## config.mk

```make
export PLATFORM = sky130hd
export DESIGN_NAME = ufct_ctrl
export DESIGN_NICKNAME = d
export VERILOG_FILES = /design/src/rtl/ufct_pkg.sv /design/src/rtl/ufct_ctrl.sv
export SDC_FILE = /design/constraint.sdc
export NUM_CORES = 1
export LEC_CHECK = 0
export BUFFER_PORTS_ARGS = -buffer_cell sky130_fd_sc_hd__clkbuf_2
export CAP_MARGIN = 20
export CORE_AREA = 2 2 39 41
export CTS_CLUSTER_DIAMETER = 150
export DETAILED_ROUTE_END_ITERATION = 8
export DIE_AREA = 0 0 41 43
export HOLD_SLACK_MARGIN = 0.02
export PLACE_DENSITY = 0.63
export SYNTH_ARGS = -nofsm -noshare
export SYNTH_HDL_FRONTEND = slang
export SYNTH_SLANG_ARGS = --single-unit
export TNS_END_PERCENT = 30
```

## constraint.sdc

```tcl
create_clock -name clock -period 3.4 [get_ports clock]
set_clock_uncertainty 0.05 [all_clocks]
set_input_delay 0.17 -clock clock [delete_from_list [all_inputs] [get_ports clock]]
set_output_delay 0.17 -clock clock [all_outputs]
set_load 0.03 [all_outputs]
```

## src/rtl/ufct_pkg.sv

```systemverilog
// Shared types and constants for the union-find cycle tracking block.
// Holds the node word layout and the controller-to-datapath command and status structs.
// No dependencies.
package ufct_pkg;

   // Node index width matches the request fields; the table covers every index
   localparam int NODE_W = 10;
   localparam int NODES  = 1 << NODE_W;

   // One table entry: cycle flag over parent link
   typedef struct packed {
      logic              mark;
      logic [NODE_W-1:0] link;
   } node_word_type;

   // Request function codes
   localparam logic FUNC_UNITE = 1'b0;
   localparam logic FUNC_QUERY = 1'b1;

   // Table read address source
   typedef enum logic [1:0] {
      RD_NONE,
      RD_ROOT,
      RD_CUR
   } rd_kind_type;

   // Table write operation
   typedef enum logic [2:0] {
      WR_NONE,
      WR_CLEAR,
      WR_COMPRESS,
      WR_CYCLE,
      WR_LINK_A,
      WR_LINK_B
   } wr_kind_type;

   // Controller commands to the datapath
   typedef struct packed {
      logic        load_req;
      logic        start_find;
      logic        side_b;
      logic        step_root;
      logic        save_root;
      logic        load_rsp;
      rd_kind_type rd_kind;
      wr_kind_type wr_kind;
   } dp_cmd_type;

   // Datapath status to the controller
   typedef struct packed {
      logic clr_done;
      logic root_hit;
      logic cur_at_root;
      logic is_query;
      logic same_root;
      logic rsp_full;
   } dp_status_type;

endpackage

```

## src/rtl/ufct_ctrl.sv

```systemverilog
// Controller: sequences clearing, the two root walks with compression, and the union.
// Talks to ufct_datapath only through ufct_pkg command and status structs.
module ufct_ctrl (
   input  logic                     clock,
   input  logic                     reset,
   input  logic                     req_valid,
   output logic                     req_ready,
   input  ufct_pkg::dp_status_type  status,
   output ufct_pkg::dp_cmd_type     cmd
);

   typedef enum logic [3:0] {
      S_CLEAR,
      S_IDLE,
      S_START,
      S_FIND_RD,
      S_FIND_CHK,
      S_COMP_RD,
      S_COMP_WR,
      S_FIN,
      S_LINK_B,
      S_OUT
   } state_type;

   state_type state_ff;
   state_type state_in;
   logic      side_ff;
   logic      side_in;

   assign req_ready = (state_ff == S_IDLE);

   // Next state and commands
   always_comb begin
      state_in       = state_ff;
      side_in        = side_ff;
      cmd            = '0;
      cmd.side_b     = side_ff;
      cmd.rd_kind    = ufct_pkg::RD_NONE;
      cmd.wr_kind    = ufct_pkg::WR_NONE;
      unique case (state_ff)
         S_CLEAR: begin
            cmd.wr_kind = ufct_pkg::WR_CLEAR;
            if (status.clr_done) begin
               state_in = S_IDLE;
            end
         end
         S_IDLE: begin
            if (req_valid) begin
               cmd.load_req = 1'b1;
               side_in      = 1'b0;
               state_in     = S_START;
            end
         end
         S_START: begin
            cmd.start_find = 1'b1;
            state_in       = S_FIND_RD;
         end
         S_FIND_RD: begin
            cmd.rd_kind = ufct_pkg::RD_ROOT;
            state_in    = S_FIND_CHK;
         end
         S_FIND_CHK: begin
            if (status.root_hit) begin
               cmd.save_root = 1'b1;
               state_in      = S_COMP_RD;
            end else begin
               cmd.step_root = 1'b1;
               state_in      = S_FIND_RD;
            end
         end
         S_COMP_RD: begin
            if (status.cur_at_root) begin
               if (side_ff) begin
                  state_in = S_FIN;
               end else begin
                  side_in  = 1'b1;
                  state_in = S_START;
               end
            end else begin
               cmd.rd_kind = ufct_pkg::RD_CUR;
               state_in    = S_COMP_WR;
            end
         end
         S_COMP_WR: begin
            cmd.wr_kind = ufct_pkg::WR_COMPRESS;
            state_in    = S_COMP_RD;
         end
         S_FIN: begin
            priority if (status.is_query) begin
               state_in = S_OUT;
            end else if (status.same_root) begin
               cmd.wr_kind = ufct_pkg::WR_CYCLE;
               state_in    = S_OUT;
            end else begin
               cmd.wr_kind = ufct_pkg::WR_LINK_A;
               state_in    = S_LINK_B;
            end
         end
         S_LINK_B: begin
            cmd.wr_kind = ufct_pkg::WR_LINK_B;
            state_in    = S_OUT;
         end
         S_OUT: begin
            if (!status.rsp_full) begin
               cmd.load_rsp = 1'b1;
               state_in     = S_IDLE;
            end
         end
         default: state_in = S_IDLE;
      endcase
   end

   // Hold state and walk side
   always_ff @(posedge clock) begin
      if (reset) begin
         state_ff <= S_CLEAR;
         side_ff  <= 1'b0;
      end else begin
         state_ff <= state_in;
         side_ff  <= side_in;
      end
   end

endmodule

```

==> summary.txt, run 1 <==
Outcome
  – Status: finished, final reports clean

Placement
  – Count of input and output buffers: 20
  – DP Worst Slack: 1.69 ns
  – RePlAce Congestion: 0.816
  – Placed Cells: between 80 and 90
  – DP Wirelength: around 840 µm

Synthesis
  – Count of cell types in the netlist: 29
  – Mapped Area: between 400 and 500 µm²
  – Yosys reg bits: 5
  – Sequential cell area fraction in the yosys report: 0.207
  – Syn nets: between 60 and 70
  – EDFF count, synth: 0
  – Cells after Synth: slightly below 60
  – Syn Area/Cell: ~8.3 µm²
  – Fraction of registers with async set or reset after synthesis: 0
  – Yosys warns: 0
  – Top FF cell, synth: dfxtp_1

STA
  – Actual slew at the worst max-slew pin: ~0.55 ns
  – Hold Fails Final Rpt: 0
  – Fmax: around 0.51 GHz
  – TNS Setup: 0 ns
  – Final Max Tran Viols: 0
  – Max transition margin: 0.636
  – Unrepaired setup endpoints after global routing: no
  – Fin worst setup slack: 1.42 ns
  – Min cycle time layout: 1.98 ns
  – Setup violations, final: 0
  – Fin crit share: 0.581

Drt
  – Vias per cell: approximately 5.1
  – Overall routed net length: around 1.1 mm
  – Residual DRC: 0
  – Initial DRT Pass Iterations: 4
  – Vias: 478
  – Antenna Nets Post-Route: 0
  – Per-cell routed wire length: approximately 12 µm
  – DRT iter0 DRCs: 11

Critical path
  – Worst EP arrival: ~1.8 ns
  – CP startpoint: state_ff[0]
  – Worst path cell trace: nor2b_4 > nand3_2 > o32ai_2 > clkbuf_2
  – Slowest cell on the critical path: dfxtp_1
  – WS Path Type: register to primary output
  – Critical Path Stages: 4
  – R2R setup slack: around 2.1 ns
  – Crit-path max FO: 14
  – Buf/Inv on CP: 1
  – CP Launch Type: register
  – Worst Setup End Kind: primary output
  – Critical Path RT: 3.18 ns
  – Delay-heaviest family, CP: flip-flops
  – R2R Path End: state_ff[0]
  – Worst path max stage delay: between 0.6 and 0.7 ns
  – Reg2reg start: state_ff[0]
  – Cell depth of the worst flop-to-flop path: 2

Global routing
  – Pin count of the biggest net entering global routing: 15
  – Initial antenna violation count: 0
  – Total track usage: 0.155
  – Grt ovf: 0
  – First-pass GRT wire length: 1.84 mm
  – Vias in the first global route: ~430

CTS
  – Worst-skew pair later-pin latency: 0.25 ns
  – CTS Root Cell: clkbuf_4
  – Hold_buf cts: 0
  – Cts bufs inserted: 3
  – Cts repair resizes: 0
  – Reg clk slew, reported paths: ~0.05 ns
  – Post CTS Setup Buffer Count: 0
  – CTS tree: done
  – # clock sinks: 5
  – Buffer depth of the longest clock path: 2
  – H-tree Lvls: 1

Floorplan
  – Initial core utilization: 0.350
  – Die Y: 43 µm
  – Die area: ~1800 µm²
  – Row cnt: 14
  – IO Pins: 21
  – Overall die width: between 40 and 50 µm
  – Placeable Area: about 1400 µm²

Power and ir drop
  – Peak VDD IR: about 0.35 mV
  – Cell area power density: 466 nW/µm²
  – LEAKAGE: ~0.26 nW

Run
  – MaxCap Viol Count: 0

Hold path
  – WHS Path Cells: 2
  – Type of the most critical hold path: primary input to register
  – Min-delay src: reset
  – Hold-critical path endpoint: state_ff[3]

Cells and area
  – Final nets: 87
  – Finished Layout Cells: between 90 and 100
  – Area Overhead vs Synth: 20.2%
  – # diodes: 0
  – Share of layout cells above drive strength 1: 0.429
-- layout by cell type (no fill, tap or decap), drive strengths merged --
cell type  count
inv            3
and3           1
o221a          1
or2            1
a211oi         1
a311oi         1
o32ai          2
nor2b          2
nor4           1
clkbuf        24
o2111ai        1
nor3           2
a21oi          3
a31oi          1
nor2           9
nand3          3
o21a           1
o31ai          1
dfxtp          5
a21boi         1
o211a          2
nand2          5
or2b           1
nand2b         5
-- cell usage after synthesis, types with 2 or more instances --
| library cell | instances | area [µm²] |
|---|---|---|
| buf_6 | 3 | 33.8 |
| nor2b_4 | 2 | 27.5 |
| inv_1 | 3 | 11.3 |
| a21oi_1 | 3 | 15.0 |
| nor2_1 | 8 | 30.0 |
| nand2_1 | 5 | 18.8 |
| dfxtp_1 | 5 | 100 |
| nor3_1 | 2 | 10.0 |
| buf_4 | 2 | 15.0 |
| o211a_1 | 2 | 20.0 |
| nand3_1 | 2 | 10.0 |
| nand2b_1 | 4 | 25.0 |
-- report_power, final --
group / total [mW] / internal (mW) / switching, mW
clock: 0.0731 / 0.0446 / 0.0285
sequential: 0.0872 / 0.0653 / 0.0218
combinational: 0.111 / 0.0442 / 0.0666
total: 0.271 / 0.154 / 0.117
-- worst max path at each step --
stage / slack (ns) / end
after floorplan: 1.73 / cmd[0]
after global placement: 1.73 / cmd[2]
after CTS: 1.42 / cmd[2]
after global routing: 1.30 / cmd[2]
final: 1.42 / cmd[2]
after detailed placement: 1.69 / cmd[2]
-- registers in the layout, summed over array words and instances (netlist names) --
| name | count |
|---|---|
| state_ff | 4 |
| side_ff | 1 |
-- logic make-up (layout without fill, tap and decap cells) --
logic type,count (synthesis),count (layout),share of synthesized area
AOI/OAI and AO/OA,15,15,0.284
DFF,5,5,0.207
buffers and inverters,8,27,0.124
and+or+nand+nor,30,30,0.385
-- area by class of cell --
cell class | instances | area (µm²)
fill | 153 | 802
inverter | 3 | 11.3
multi-input combinational | 45 | 324
tap | 16 | 20.0
timing repair buffer | 20 | 100
clock buffer | 4 | 26.3
sequential | 5 | 100
-- stage by stage --
stage / util / power (mW) / cell area [µm²] / hold slack, ns
after floorplan: - / 0.181 / 484 / 0.188
after global placement: 0.401 / 0.198 / 556 / 0.356
after detailed placement: 0.401 / 0.199 / 556 / 0.365
after CTS: 0.420 / 0.273 / 582 / 0.104
after global routing: 0.420 / 0.293 / 582 / 0.0950
final: 0.420 / 0.271 / 582 / 0.0955
-- metal layers --
| layer | GRT usage | wire, µm |
|---|---|---|
| met5 | 0 | 0 |
| met4 | 0.0800 | 0 |
| met3 | 0.0628 | 89 |
| met2 | 0.219 | 530 |
| met1 | 0.196 | 509 |
(Power assumes the default switching activity.)
==> run 2: changes to the inputs <==
==> constraint.sdc (replaced) <==
create_clock -name clock -period 1.9 [get_ports clock]
set_clock_uncertainty 0.05 [all_clocks]
set_input_delay 0.095 -clock clock [delete_from_list [all_inputs] [get_ports clock]]
set_output_delay 0.095 -clock clock [all_outputs]
set_load 0.03 [all_outputs]
==> summary.txt, run 2 (synthesis gave the netlist of run 1 again) <==
Cells and area
  – Top flop regs: state_ff x4, side_ff x1
  – Top reg by flops: state_ff
  – Finished Layout Cells: 94
  – Share of layout cells above drive strength 1: 0.436
  – Area Overhead vs Synth: 21.7%
  – Most frequent cells in the layout: 20 x clkbuf_2, 8 x nor2_1, 5 x nand2_1, 5 x dfxtp_1, 4 x nand2b_1
  – Fillers: approximately 150
  – Max FFs per register: 4
  – Final nets: 88
  – # diodes: 0
  – Leading cell type in the layout, fill and taps excluded: clkbuf_2
  – Fin area: 589 µm²

Floorplan
  – Initial core utilization: 0.350
  – Die area: around 1800 µm²
  – Row cnt: 14
  – Die Y: between 40 and 50 µm
  – IO Pins: 21
  – Overall die width: between 40 and 50 µm
  – Placeable Area: between 1000 and 1500 µm²

Critical path
  – Crit-path max FO: 11
  – WS Path Type: register to primary output
  – Cell depth of the worst flop-to-flop path: 3
  – CP startpoint: state_ff[3]
  – CP Launch Type: register
  – Worst Setup End Kind: primary output
  – Critical Path RT: 1.75 ns
  – R2R Path End: state_ff[0]
  – Worst EP arrival: roughly 1.5 ns
  – Reg2reg start: state_ff[2]
  – R2R setup slack: between 0.6 and 0.7 ns

STA
  – Unrepaired setup endpoints after global routing: no
  – Fmax: about 0.61 GHz
  – Actual slew at the worst max-slew pin: about 0.46 ns
  – Fin crit share: 0.864
  – Setup violations, final: 0
  – Hold Fails Final Rpt: 0
  – Fin worst setup slack: about 0.26 ns
  – Max transition margin: 0.690
  – Hold_ws: 0.0372 ns
  – TNS Setup: 0 ns
  – Min cycle time layout: 1.64 ns
  – Final Max Tran Viols: 0

CTS
  – Reg clk slew, reported paths: about 0.050 ns
  – Hold_buf cts: 0
  – Buffer depth of the longest clock path: 2
  – CTS tree: done
  – CTS Root Cell: clkbuf_4
  – Cts repair resizes: 0
  – Cts bufs inserted: 3
  – Worst-skew pair later-pin latency: around 0.25 ns
  – H-tree Lvls: 1
  – Post CTS Setup Buffer Count: 0
  – # clock sinks: 5

Drt
  – DR WL met2: 558 µm
  – Residual DRC: 0
  – Uppermost routed layer: met4
  – Antenna Nets Post-Route: 0
  – Vias per cell: 5.16
  – M1 wire length: between 400 and 500 µm
  – DRT iter0 DRCs: 13
  – Per-cell routed wire length: 12.1 µm
  – Overall routed net length: ~1.1 mm
  – Met3 wire len: roughly 56 µm
  – Vias: roughly 490
  – Initial DRT Pass Iterations: 4

Placement
  – RePlAce Congestion: ~0.76
  – Placed cell areas: between 500 and 600 µm²
  – Count of input and output buffers: 20
  – DP Wirelength: around 870 µm
  – DP Worst Slack: 0.512 ns
  – Placed Cells: 90

Hold path
  – Type of the most critical hold path: primary input to register
  – WHS Path Cells: 2
  – Hold-critical path endpoint: state_ff[0]
  – Min-delay src: reset

Outcome
  – Status: finished, final reports clean

Global routing
  – Grt ovf: 0
  – First-pass GRT wire length: roughly 1.8 mm
  – Total track usage: 0.156
  – Initial antenna violation count: 0
  – Vias in the first global route: 400
  – Pin count of the biggest net entering global routing: 14

Power and ir drop
  – Peak VDD IR: 0.325 mV
  – Cell area power density: 827 nW/µm²
  – LEAKAGE: around 0.27 nW

Run
  – MaxCap Viol Count: 0
-- run 2: cell types whose count changed in the layout (fill, tap and decap cells not counted) --
cell,before,now
buf_4,0,1
-- run 2: per-stage QoR --
step	total power [mW]	utilization
finish	0.488	0.426
detailed placement	0.361	0.407
global placement	0.359	0.407
floorplan	0.323	-
CTS	0.494	0.426
global route	0.525	0.426
-- run 2: routing by layer --
layer,up-vias,GRT usage
met5,-,0
met4,0,0.140
met3,4,0.0314
met2,18,0.213
met1,216,0.193
li1,247,-
-- run 2: final cells by class --
| type | count | area [µm²] | share of cell area |
|---|---|---|---|
| inverters | 3 | 11.3 | 0.0191 |
| flip-flops and latches | 5 | 100 | 0.170 |
| well taps | 16 | 20.0 | 0.0340 |
| clock buffers | 4 | 26.3 | 0.0446 |
| repair buffers | 21 | 108 | 0.183 |
| multi-input cells | 45 | 324 | 0.550 |
-- run 2: how the worst max path moves through the flow --
| stage | end | slack (ns) |
|---|---|---|
| finish | cmd[2] | 0.26 |
| detailed placement | cmd[2] | 0.51 |
| floorplan | cmd[0] | 0.31 |
| global placement | cmd[2] | 0.54 |
| global route | cmd[2] | 0.19 |
| CTS | cmd[2] | 0.24 |
-- run 2: critical path: stages, from the launching register on --
cell      delay [ns]
dfxtp_1         0.44
nor2b_4         0.23
nand3_2         0.11
o32ai_2         0.22
clkbuf_2        0.24
-- run 2: report_power, final --
part	internal (mW)	total (mW)	switching (mW)
logic	0.0836	0.218	0.135
registers	0.117	0.138	0.0214
clock network	0.0799	0.131	0.0510
total	0.280	0.488	0.207
